==> config.mk <==
export PLATFORM = sky130hd
export DESIGN_NAME = signed_int_to_decimal_ascii_core
export DESIGN_NICKNAME = d
export VERILOG_FILES = /design/src/rtl/sitda_pkg.sv /design/src/rtl/sitda_dabble.sv /design/src/rtl/sitda_emit.sv /design/src/rtl/signed_int_to_decimal_ascii_core.sv
export SDC_FILE = /design/constraint.sdc
export NUM_CORES = 1
export LEC_CHECK = 0
export ABC_CLOCK_PERIOD_IN_PS = 2600
export BUFFER_PORTS_ARGS = -buffer_cell sky130_fd_sc_hd__buf_2
export CORE_UTILIZATION = 55
export DETAILED_ROUTE_END_ITERATION = 16
export PLACE_DENSITY_LB_ADDON = 0.05
export SLEW_MARGIN = 20
export SYNTH_ARGS = -nofsm -noshare
export SYNTH_HDL_FRONTEND = slang
export SYNTH_SLANG_ARGS = --single-unit
==> constraint.sdc <==
create_clock -name clk -period 2.6 [get_ports clk]
set_input_delay 0.52 -clock clk [delete_from_list [all_inputs] [get_ports clk]]
set_output_delay 0.52 -clock clk [all_outputs]
set_load 0.1 [all_outputs]
==> src/rtl/sitda_pkg.sv <==
// Shared constants, types and a helper function for the signed decimal text formatter.
package sitda_pkg;

    localparam int VALUE_PORT_WIDTH    = 64;
    localparam int VALUE_WIDTH_DEFAULT = 64;
    localparam int CHAR_WIDTH          = 8;

    localparam logic [CHAR_WIDTH-1:0] CHAR_ZERO   = 8'h30;
    localparam logic [CHAR_WIDTH-1:0] CHAR_MINUS  = 8'h2D;
    localparam logic [CHAR_WIDTH-1:0] CHAR_SUFFIX = 8'h6C;

    localparam logic [3:0] DIGIT_NINE = 4'd9;

    // Decimal digits of 2^(width-1), the largest magnitude a signed value can have.
    function automatic int digits_for(input int width);
        return (((width - 1) * 1233) >>> 12) + 1;
    endfunction

    typedef struct packed {
        logic busy;
        logic done;
    } dab_status_t;

endpackage

==> src/rtl/sitda_dabble.sv <==
// Bit-serial binary to BCD converter, one magnitude bit shifted in per cycle.
module sitda_dabble #(
    parameter int VALUE_WIDTH = sitda_pkg::VALUE_WIDTH_DEFAULT,
    parameter int DIGITS      = sitda_pkg::digits_for(VALUE_WIDTH)
) (
    input  logic                    clk,
    input  logic                    rst_n,
    input  logic                    start,
    input  logic [VALUE_WIDTH-1:0]  mag,
    output logic [4*DIGITS-1:0]     bcd,
    output sitda_pkg::dab_status_t  status
);

    localparam int CNT_W = $clog2(VALUE_WIDTH + 1);

    logic [VALUE_WIDTH-1:0] bin_reg;
    logic [VALUE_WIDTH-1:0] bin_next;
    logic [4*DIGITS-1:0]    bcd_reg;
    logic [4*DIGITS-1:0]    bcd_next;
    logic [4*DIGITS-1:0]    adj;
    logic [CNT_W-1:0]       cnt_reg;
    logic [CNT_W-1:0]       cnt_next;
    logic                   busy_reg;
    logic                   busy_next;
    logic                   done_reg;
    logic                   done_next;

    always_comb
    begin
        for (int d = 0; d < DIGITS; d++)
        begin
            if (bcd_reg[4*d +: 4] > 4'd4)
            begin
                adj[4*d +: 4] = bcd_reg[4*d +: 4] + 4'd3;
            end
            else
            begin
                adj[4*d +: 4] = bcd_reg[4*d +: 4];
            end
        end
    end

    always_comb
    begin
        bin_next  = bin_reg;
        bcd_next  = bcd_reg;
        cnt_next  = cnt_reg;
        busy_next = busy_reg;
        done_next = 1'b0;
        if (start)
        begin
            bin_next  = mag;
            bcd_next  = '0;
            cnt_next  = CNT_W'(VALUE_WIDTH);
            busy_next = 1'b1;
        end
        else if (busy_reg)
        begin
            bcd_next = {adj[4*DIGITS-2:0], bin_reg[VALUE_WIDTH-1]};
            bin_next = {bin_reg[VALUE_WIDTH-2:0], 1'b0};
            cnt_next = cnt_reg - CNT_W'(1);
            if (cnt_reg == CNT_W'(1))
            begin
                busy_next = 1'b0;
                done_next = 1'b1;
            end
        end
    end

    always_ff @(posedge clk or negedge rst_n)
    begin
        if (!rst_n)
        begin
            cnt_reg  <= '0;
            busy_reg <= 1'b0;
            done_reg <= 1'b0;
        end
        else
        begin
            cnt_reg  <= cnt_next;
            busy_reg <= busy_next;
            done_reg <= done_next;
        end
    end

    always_ff @(posedge clk)
    begin
        bin_reg <= bin_next;
        bcd_reg <= bcd_next;
    end

    assign bcd         = bcd_reg;
    assign status.busy = busy_reg;
    assign status.done = done_reg;

endmodule

==> src/rtl/sitda_emit.sv <==
// Character sequencer: sign, digits without leading zeros, suffix, through an output register.
module sitda_emit #(
    parameter int DIGITS = sitda_pkg::digits_for(sitda_pkg::VALUE_WIDTH_DEFAULT)
) (
    input  logic                            clk,
    input  logic                            rst_n,
    input  sitda_pkg::dab_status_t          conv,
    input  logic [4*DIGITS-1:0]             bcd,
    input  logic                            negative,
    output logic                            out_valid,
    input  logic                            out_ready,
    output logic [sitda_pkg::CHAR_WIDTH-1:0] character,
    output logic                            last
);

    localparam int IDX_W = $clog2(DIGITS);

    typedef enum logic [2:0] {
        S_IDLE,
        S_SIGN,
        S_SKIP,
        S_DIGIT,
        S_SUFFIX
    } state_t;

    state_t                          state_reg;
    logic [4*DIGITS-1:0]             dig_reg;
    logic [IDX_W-1:0]                idx_reg;
    logic                            out_valid_reg;
    logic [sitda_pkg::CHAR_WIDTH-1:0] char_reg;
    logic                            last_reg;
    logic                            slot_free;
    logic                            out_load;
    logic [3:0]                      top_digit;

    assign slot_free = !out_valid_reg || out_ready;
    assign out_load  = slot_free && (state_reg == S_SIGN || state_reg == S_DIGIT
                                     || state_reg == S_SUFFIX);
    assign top_digit = dig_reg[4*DIGITS-1 -: 4];

    always_ff @(posedge clk or negedge rst_n)
    begin
        if (!rst_n)
        begin
            state_reg     <= S_IDLE;
            dig_reg       <= '0;
            idx_reg       <= '0;
            out_valid_reg <= 1'b0;
            char_reg      <= '0;
            last_reg      <= 1'b0;
        end
        else
        begin
            if (out_load)
            begin
                out_valid_reg <= 1'b1;
            end
            else if (out_valid_reg && out_ready)
            begin
                out_valid_reg <= 1'b0;
            end
            unique case (state_reg)
                S_IDLE:
                begin
                    if (conv.done)
                    begin
                        dig_reg   <= bcd;
                        idx_reg   <= IDX_W'(DIGITS - 1);
                        state_reg <= negative ? S_SIGN : S_SKIP;
                    end
                end
                S_SIGN:
                begin
                    if (slot_free)
                    begin
                        char_reg      <= sitda_pkg::CHAR_MINUS;
                        last_reg      <= 1'b0;
                        state_reg     <= S_SKIP;
                    end
                end
                S_SKIP:
                begin
                    if (top_digit == 4'd0 && idx_reg != '0)
                    begin
                        dig_reg <= {dig_reg[4*DIGITS-5:0], 4'h0};
                        idx_reg <= idx_reg - IDX_W'(1);
                    end
                    else
                    begin
                        state_reg <= S_DIGIT;
                    end
                end
                S_DIGIT:
                begin
                    if (slot_free)
                    begin
                        char_reg      <= sitda_pkg::CHAR_ZERO | {4'h0, top_digit};
                        last_reg      <= 1'b0;
                        dig_reg       <= {dig_reg[4*DIGITS-5:0], 4'h0};
                        if (idx_reg == '0)
                        begin
                            state_reg <= S_SUFFIX;
                        end
                        else
                        begin
                            idx_reg <= idx_reg - IDX_W'(1);
                        end
                    end
                end
                S_SUFFIX:
                begin
                    if (slot_free)
                    begin
                        char_reg      <= sitda_pkg::CHAR_SUFFIX;
                        last_reg      <= 1'b1;
                        state_reg     <= S_IDLE;
                    end
                end
                default:
                begin
                    state_reg <= S_IDLE;
                end
            endcase
        end
    end

    assign out_valid = out_valid_reg;
    assign character = char_reg;
    assign last      = last_reg;

endmodule

==> src/rtl/signed_int_to_decimal_ascii_core.sv <==
// Top level of the signed integer to decimal ASCII text formatter.
// Each accepted value (low VALUE_WIDTH bits, two's complement) comes out as a run of
// beats: '-' when negative, the decimal digits with no leading zeros ('0' for zero),
// then 'l' with last high. The magnitude is converted one bit per cycle by a
// shift-and-add-3 BCD register, which then hands the digits over; leading zero digits
// are then dropped at one per cycle, scanning down from the top of the DIGITS digits
// (19 at the default width) and stopping at the first nonzero digit or the last one,
// and each character is sent as its own beat from the output register. One value is
// in flight at a time: in_ready rises the cycle after the final beat is taken.
module signed_int_to_decimal_ascii_core #(
    parameter int VALUE_WIDTH = sitda_pkg::VALUE_WIDTH_DEFAULT
) (
    input  logic                                   clk,
    input  logic                                   rst_n,
    input  logic                                   in_valid,
    output logic                                   in_ready,
    input  logic signed [sitda_pkg::VALUE_PORT_WIDTH-1:0] value,
    output logic                                   out_valid,
    input  logic                                   out_ready,
    output logic [sitda_pkg::CHAR_WIDTH-1:0]        character,
    output logic                                   last
);

    localparam int DIGITS = sitda_pkg::digits_for(VALUE_WIDTH);

    logic                   busy_reg;
    logic                   neg_reg;
    logic                   accept;
    logic                   final_beat;
    logic [VALUE_WIDTH-1:0] raw;
    logic [VALUE_WIDTH-1:0] mag;
    logic [4*DIGITS-1:0]    bcd;
    sitda_pkg::dab_status_t conv;

    assign in_ready   = !busy_reg;
    assign accept     = in_valid && in_ready;
    assign final_beat = out_valid && out_ready && last;
    assign raw        = value[VALUE_WIDTH-1:0];
    assign mag        = raw[VALUE_WIDTH-1] ? (~raw + VALUE_WIDTH'(1)) : raw;

    always_ff @(posedge clk or negedge rst_n)
    begin
        if (!rst_n)
        begin
            busy_reg <= 1'b0;
            neg_reg  <= 1'b0;
        end
        else
        begin
            if (accept)
            begin
                busy_reg <= 1'b1;
                neg_reg  <= raw[VALUE_WIDTH-1];
            end
            else if (final_beat)
            begin
                busy_reg <= 1'b0;
            end
        end
    end

    sitda_dabble #(
        .VALUE_WIDTH (VALUE_WIDTH),
        .DIGITS      (DIGITS)
    ) u_dabble (
        .clk    (clk),
        .rst_n  (rst_n),
        .start  (accept),
        .mag    (mag),
        .bcd    (bcd),
        .status (conv)
    );

    sitda_emit #(
        .DIGITS (DIGITS)
    ) u_emit (
        .clk       (clk),
        .rst_n     (rst_n),
        .conv      (conv),
        .bcd       (bcd),
        .negative  (neg_reg),
        .out_valid (out_valid),
        .out_ready (out_ready),
        .character (character),
        .last      (last)
    );

`ifndef ASSERT_OFF
    a_conv_out_exclusive: assert property (@(posedge clk) disable iff (!rst_n)
        !(conv.busy && out_valid))
        else $error("conversion running while a character beat is pending");

    a_ready_after_last: assert property (@(posedge clk) disable iff (!rst_n)
        final_beat |=> in_ready)
        else $error("not ready after final beat");

    a_char_legal: assert property (@(posedge clk) disable iff (!rst_n)
        out_valid |-> (character == sitda_pkg::CHAR_MINUS
                       || character == sitda_pkg::CHAR_SUFFIX
                       || (character[7:4] == 4'h3
                           && character[3:0] <= sitda_pkg::DIGIT_NINE)))
        else $error("illegal character on output");

    a_last_is_suffix: assert property (@(posedge clk) disable iff (!rst_n)
        (out_valid && last) |-> (character == sitda_pkg::CHAR_SUFFIX))
        else $error("last flag on a character other than the suffix");
`endif

endmodule

### After elaboration in Yosys (flattened, before gate mapping)

Cells that the tools add are included.

* word-level logic and storage cells: 153
* register bits: 245
* output and inout bits: 11
* input bits: 68

* eq/ne operators: 14
* reduce and logical (&&, ||, !) cells: 26
* bitwise operators: 1
* magnitude comparators: 19
* multiplexer cells: 58
* add/subtract/negate cells: 22

Operators with widths (number)
* two-way mux 76 bit: 3
* one-hot mux 76 bit (3 select lines): 1
* two-way mux 64 bit: 3
* greater-than comparator 4 x 3 -> 1 bit, second input constant: 19
* adder 4 x 2 -> 4 bit, second input constant: 18
* two-way mux 4 bit: 18
* adder 64 x 1 -> 64 bit, second input constant: 1
* NOT 64 bit: 1
* two-way mux 8 bit: 3
* one-hot mux 8 bit (3 select lines): 1
* two-way mux 3 bit: 7
* two-way mux 5 bit: 4
* one-hot mux 3 bit (5 select lines): 1
* one-hot mux 5 bit (3 select lines): 1
* two-way mux 7 bit: 2
* two-way mux 1 bit: 12
* inequality test 2 x 1 -> 1 bit, second input constant: 5
* inequality test 2 bit, second input constant: 4
* AND reduction 4 bit: 2
* nonzero test 2 bit: 4
* == test 7 x 1 -> 1 bit, second input constant: 1
* subtractor 7 x 1 -> 7 bit, second input constant: 1
* == test 3 x 2 -> 1 bit, second input constant: 2
* AND reduction 6 bit: 1
* 17 further kinds: 25

### Longest topological paths before layout

* depth after elaboration: 5
* mapped depth: 10
* mapped depth without buffers: 8

### Modules after synthesis

Synthesis repeated with hierarchy kept, for this count alone.

* cell total of the unflattened synthesis: 1529
* area, all modules: 14604.0 um^2

By module, submodules not included
* sitda_dabble: cells each 783, sequential area each 3668.5 um^2, area each 7897.6 um^2, times used 1
* sitda_emit: cells each 529, sequential area each 2327.2 um^2, area each 5054.8 um^2, times used 1
* signed_int_to_decimal_ascii_core: cells each 217, sequential area each 50.0 um^2, area each 1651.6 um^2, times used 1

### Least setup slack after synthesis

No wires, ideal clock.

* path type: input port to flip-flop
* start: in value[0] (netlist name)
* end: reg u_dabble.bin_reg[48] (data pin)
* cell stages on the path: 9
* arrival: 2.496 ns
* data required time: 2.333 ns
* slack: -0.162 ns
* setup time: 0.267 ns
* buffers on the path: 1
* cell sequence: inv_1 -> ha_1 -> or3b_2 -> or3_1 -> clkbuf_1 -> o41ai_2 -> a21boi_1 -> xor2_1 -> o21ai_0

* cells in the longest elaborated chain, start to end: 4

Ends and longest elaborated chain
* from (decl): line signed_int_to_decimal_ascii_core.sv:17 `input logic signed [sitda_pkg::VALUE_PORT_WIDTH-1:0] value,`
* NOT 64 bit: line signed_int_to_decimal_ascii_core.sv:39 `assign mag = raw[VALUE_WIDTH-1] ? (~raw + VALUE_WIDTH'(1)) : raw;`
* adder 64 x 1 -> 64 bit: line signed_int_to_decimal_ascii_core.sv:39
* two-way mux 64 bit: line signed_int_to_decimal_ascii_core.sv:39
* two-way mux 64 bit: line sitda_dabble.sv:50 `if (start)`
* net u_dabble.bin_next[48]: line sitda_dabble.sv:17 `logic [VALUE_WIDTH-1:0] bin_next;`
* to (signal assigned): line sitda_dabble.sv:88 `bin_reg <= bin_next;`
* to (decl): line sitda_dabble.sv:16 `logic [VALUE_WIDTH-1:0] bin_reg;`

The timed path passes the listed nets, and every way through them passes these cells.
A chain may end at the register's enable or synchronous reset.

### Worst setup path in the final report

* start: reg u_emit.dig_reg[74]
* end: reg u_emit.dig_reg[1]

* cells in the longest elaborated chain, start to end: 4

Ends and longest elaborated chain
* from (decl): line sitda_emit.sv:27 `logic [4*DIGITS-1:0] dig_reg;`
* from (signal assigned): line sitda_emit.sv:85 `dig_reg <= {dig_reg[4*DIGITS-5:0], 4'h0};`
* from (signal assigned): line sitda_emit.sv:99 `dig_reg <= {dig_reg[4*DIGITS-5:0], 4'h0};`
* logical NOT 4 bit: line sitda_emit.sv:83 `if (top_digit == 4'd0 && idx_reg != '0)`
* logical AND 1 bit: line sitda_emit.sv:83
* inequality test 2 x 1 -> 1 bit (no line)
* AND reduction 4 bit (no line)

No other way between the ends.

==> impl_metrics.csv <==
group,metric,value,unit
outcome,outcome,"finished clean",
synth,syn-instance-count,1462,
power,peakVddDrop,857,uV
cells_and_area,nets,1692,
placement,numPortBuffers,77,
die,io_pins,79,
drt,drt_iter0_markers,703,
power,p_leak,6.94,nW
placement,gp_congestion,0.915,
min_path,hp-class,"in2reg",
clocking,cts_root_buffer,"clkbuf_16",
cells_and_area,diodes,0,
synth,yosys.cell_types.count,55,
setup_path,cpPeakStageDelay,0.57,ns
drt,ant_nets,0,
min_path,min_delay_worst_endpoint,"busy_reg",
setup_path,timing.rr.end,"u_emit.dig_reg[1]",
power,power.total,0.0190,W
die,dieWidth,156,um
synth,synth_nets,1571,
setup_path,r2r-start,"u_emit.dig_reg[74]",
sta,finClkSkew,0.0166,ns
cells_and_area,post-route-util,65.4,%
placement,dp_hpwl,19300,um
die,std_cell_rows,56,
clocking,cts_sinks,244,
power,seq_power_share,38.9,%
drt,wl,28100,um
setup_path,crit_fanout,138,
synth,syn_area,13100,um^2
sta,fmax,0.398,GHz
power,p_per_area,1240,nW/um^2
sta,drv_slew,0,
global_route,grt_max_degree,139,
sta,worst_pin_slew,0.501,ns
clocking,clk_path_buf_depth,3,
drt,viasPerCell,5.45,
global_route,grt_pass1_vias,10081,
sta,fin_crit,2.51,ns
synth,yosysWarnings,0,
power,p_sw_share,39.4,%
cells_and_area,drive_gt1_share,14.6,%
global_route,grt_util_all_layers,23.9,%
setup_path,cp-end-kind,"flop",
synth,yosys_most_used_dff,"dfrtp_1",
setup_path,cp.depth,5,
global_route,grt_overflow,0,
setup_path,cp.arrival,2.93,ns
synth,synth_edf_count,64,
clocking,clk_latency,0.53,ns
setup_path,slowest_stage,"or4_1",
synth,syn_area_per_cell,8.94,um^2
die,die_h,156,um
die,initial_core_util,55.8,%
synth,synth_seq_area_share,46.3,%
power,power_frac_clock,19.3,%
clocking,cts_setup_buffers,0,
setup_path,cp-start-kind,"flop",
drt,dr.pass1.iters,5,
drt,drc,0,
sta,period_share,96.5,%
setup_path,ff2ff_path_depth,5,
power,netSwitchingPower,0.00750,W
setup_path,r2r_slack,0.09,ns
sta,hold_violations,0,
min_path,hp-start,"out_ready",
clocking,numCtsBuffers,28,
die,die_area,24400,um^2
sta,rsz0062_at_grt,"no",
synth,ys_ff_latch,244,
global_route,grt_pass1_wl,48000,um
power,p_int,0.0116,W
die,fp.coreArea,23400,um^2
drt,vias,10491,
sta,slew_headroom,66.6,%
clocking,cts_tree,"yes",
power,p_comb_share,41.8,%
clocking,cts.clk_slew.worst_paths,0.06,ns
min_path,hold_path_depth,3,
synth,synthArstFlopShare,42.6,%
sta,setup_violations,0,
clocking,cts_max_level,1,
job,maxCapViolCount,0,
setup_path,cp_top_family,"simple AND/OR/NAND/NOR gates",
setup_path,crit_buf_inv,1,
setup_path,crit_type,"reg2reg",
global_route,grt_antenna_before_repair,0,
cells_and_area,syn_to_final_growth,17.2,%
setup_path,worstPathCellList,"or4_1 > or3_1 > a311o_2 > buf_12 > o31ai_1",
setup_path,critPathRequiredTime,3.01,ns
drt,wire_per_inst,14.6,um
metal layers:
metal / GRT usage (%) / wire length [um]
met1: 33.0 / 13500
met2: 40.1 / 13000
met3: 2.53 / 1050
met4: 5.70 / 580
met5: 0 / 0
power by group through the flow:
stage | sequential [W] | clock [W] | combinational (W)
floorplan | 0.00737 | 0 | 0.00612
global placement | 0.00740 | 0 | 0.00778
detailed placement | 0.00746 | 0 | 0.00801
CTS | 0.00741 | 0.00377 | 0.00806
global route | 0.00766 | 0.00393 | 0.00925
finish | 0.00741 | 0.00368 | 0.00796
timing repair:
item	CTS	global route
setup endpoints to repair	0	1
hold buffers	1	0
gates resized for setup	0	1
endpoints found under the hold margin	26	0
how the worst max path moves through the flow:
stage / startpoint / to / slack, ns
floorplan: value[0] / u_dabble.bin_reg[48] / -0.01
global placement: value[12] / u_dabble.bin_reg[57] / -0.27
detailed placement: value[12] / u_dabble.bin_reg[57] / -0.32
CTS: u_emit.dig_reg[74] / u_emit.dig_reg[0] / 0.09
global route: u_emit.dig_reg[74] / u_emit.dig_reg[0] / 0.003
finish: u_emit.dig_reg[74] / u_emit.dig_reg[1] / 0.09
synthesized netlist by cell type (8+ instances only):
cell,count,area share (%)
xor2_1,52,3.5
or3_1,43,2.1
a21oi_1,67,2.6
clkbuf_1,65,1.9
nor4_1,8,0.38
nand2_1,218,6.3
nor3_1,18,0.69
ha_1,41,3.9
or4_1,13,0.75
dfrtp_1,104,20
nor2_1,137,3.9
dfxtp_1,76,12
o31ai_1,23,1.3
o21ai_0,218,8.4
mux2i_1,78,6.0
nand3_1,12,0.46
a311oi_1,29,1.9
inv_1,70,2.0
xnor2_1,33,2.2
buf_1,8,0.23
edfxtp_1,64,15
cells in the final DEF (no fill, tap or decap), drive strengths merged, types with 41 or more instances in the layout:
cell type  Yosys  final
a21oi         67     67
buf           17    172
dfrtp        104    104
dfxtp         76     76
edfxtp        64     64
ha            41     41
inv           70     71
mux2i         78     78
nand2        218    218
nor2         137    137
o21ai        221    221
or3           43     43
xor2          52     52
stage by stage:
stage               TNS (ns)  worst slack (ns)  instance area, um^2  instances  hold WS [ns]
floorplan            -0.0289           -0.0147                13100       1462         0.224
global placement       -5.50            -0.267                14400       1871         0.450
detailed placement     -7.55            -0.320                14400       1871         0.455
CTS                        0            0.0879                15300       1924         0.323
global route               0           0.00329                15300       1924         0.372
finish                     0            0.0899                15300       1924         0.347
kinds of logic after synthesis:
group                    synth area share, %
AO/OA/AOI/OAI                           17.0
multiplexers                            5.98
flip-flops                              46.3
buffers and inverters                   4.52
other                                 0.0287
XOR/XNOR                                5.70
adder cells (fa/ha/maj)                 3.93
AND/OR/NAND/NOR                         16.6
worst reg2reg max path, delay by kind of cell, from the launching register on:
kind            cells  cell delay, ns
simple gates        2            0.90
buf+inv             1            0.24
compound gates      2            0.87
flops               1            0.40
final cells by class:
class | count | area (um^2)
Fill cell | 2006 | 8090
Multi-Input combinational cell | 1066 | 6490
Sequential cell | 244 | 6050
Timing Repair Buffer | 173 | 1240
Clock buffer | 40 | 818
Tap cell | 319 | 399
Inverter | 70 | 263
Clock inverter | 12 | 52.6
(Power assumes the default switching activity.)
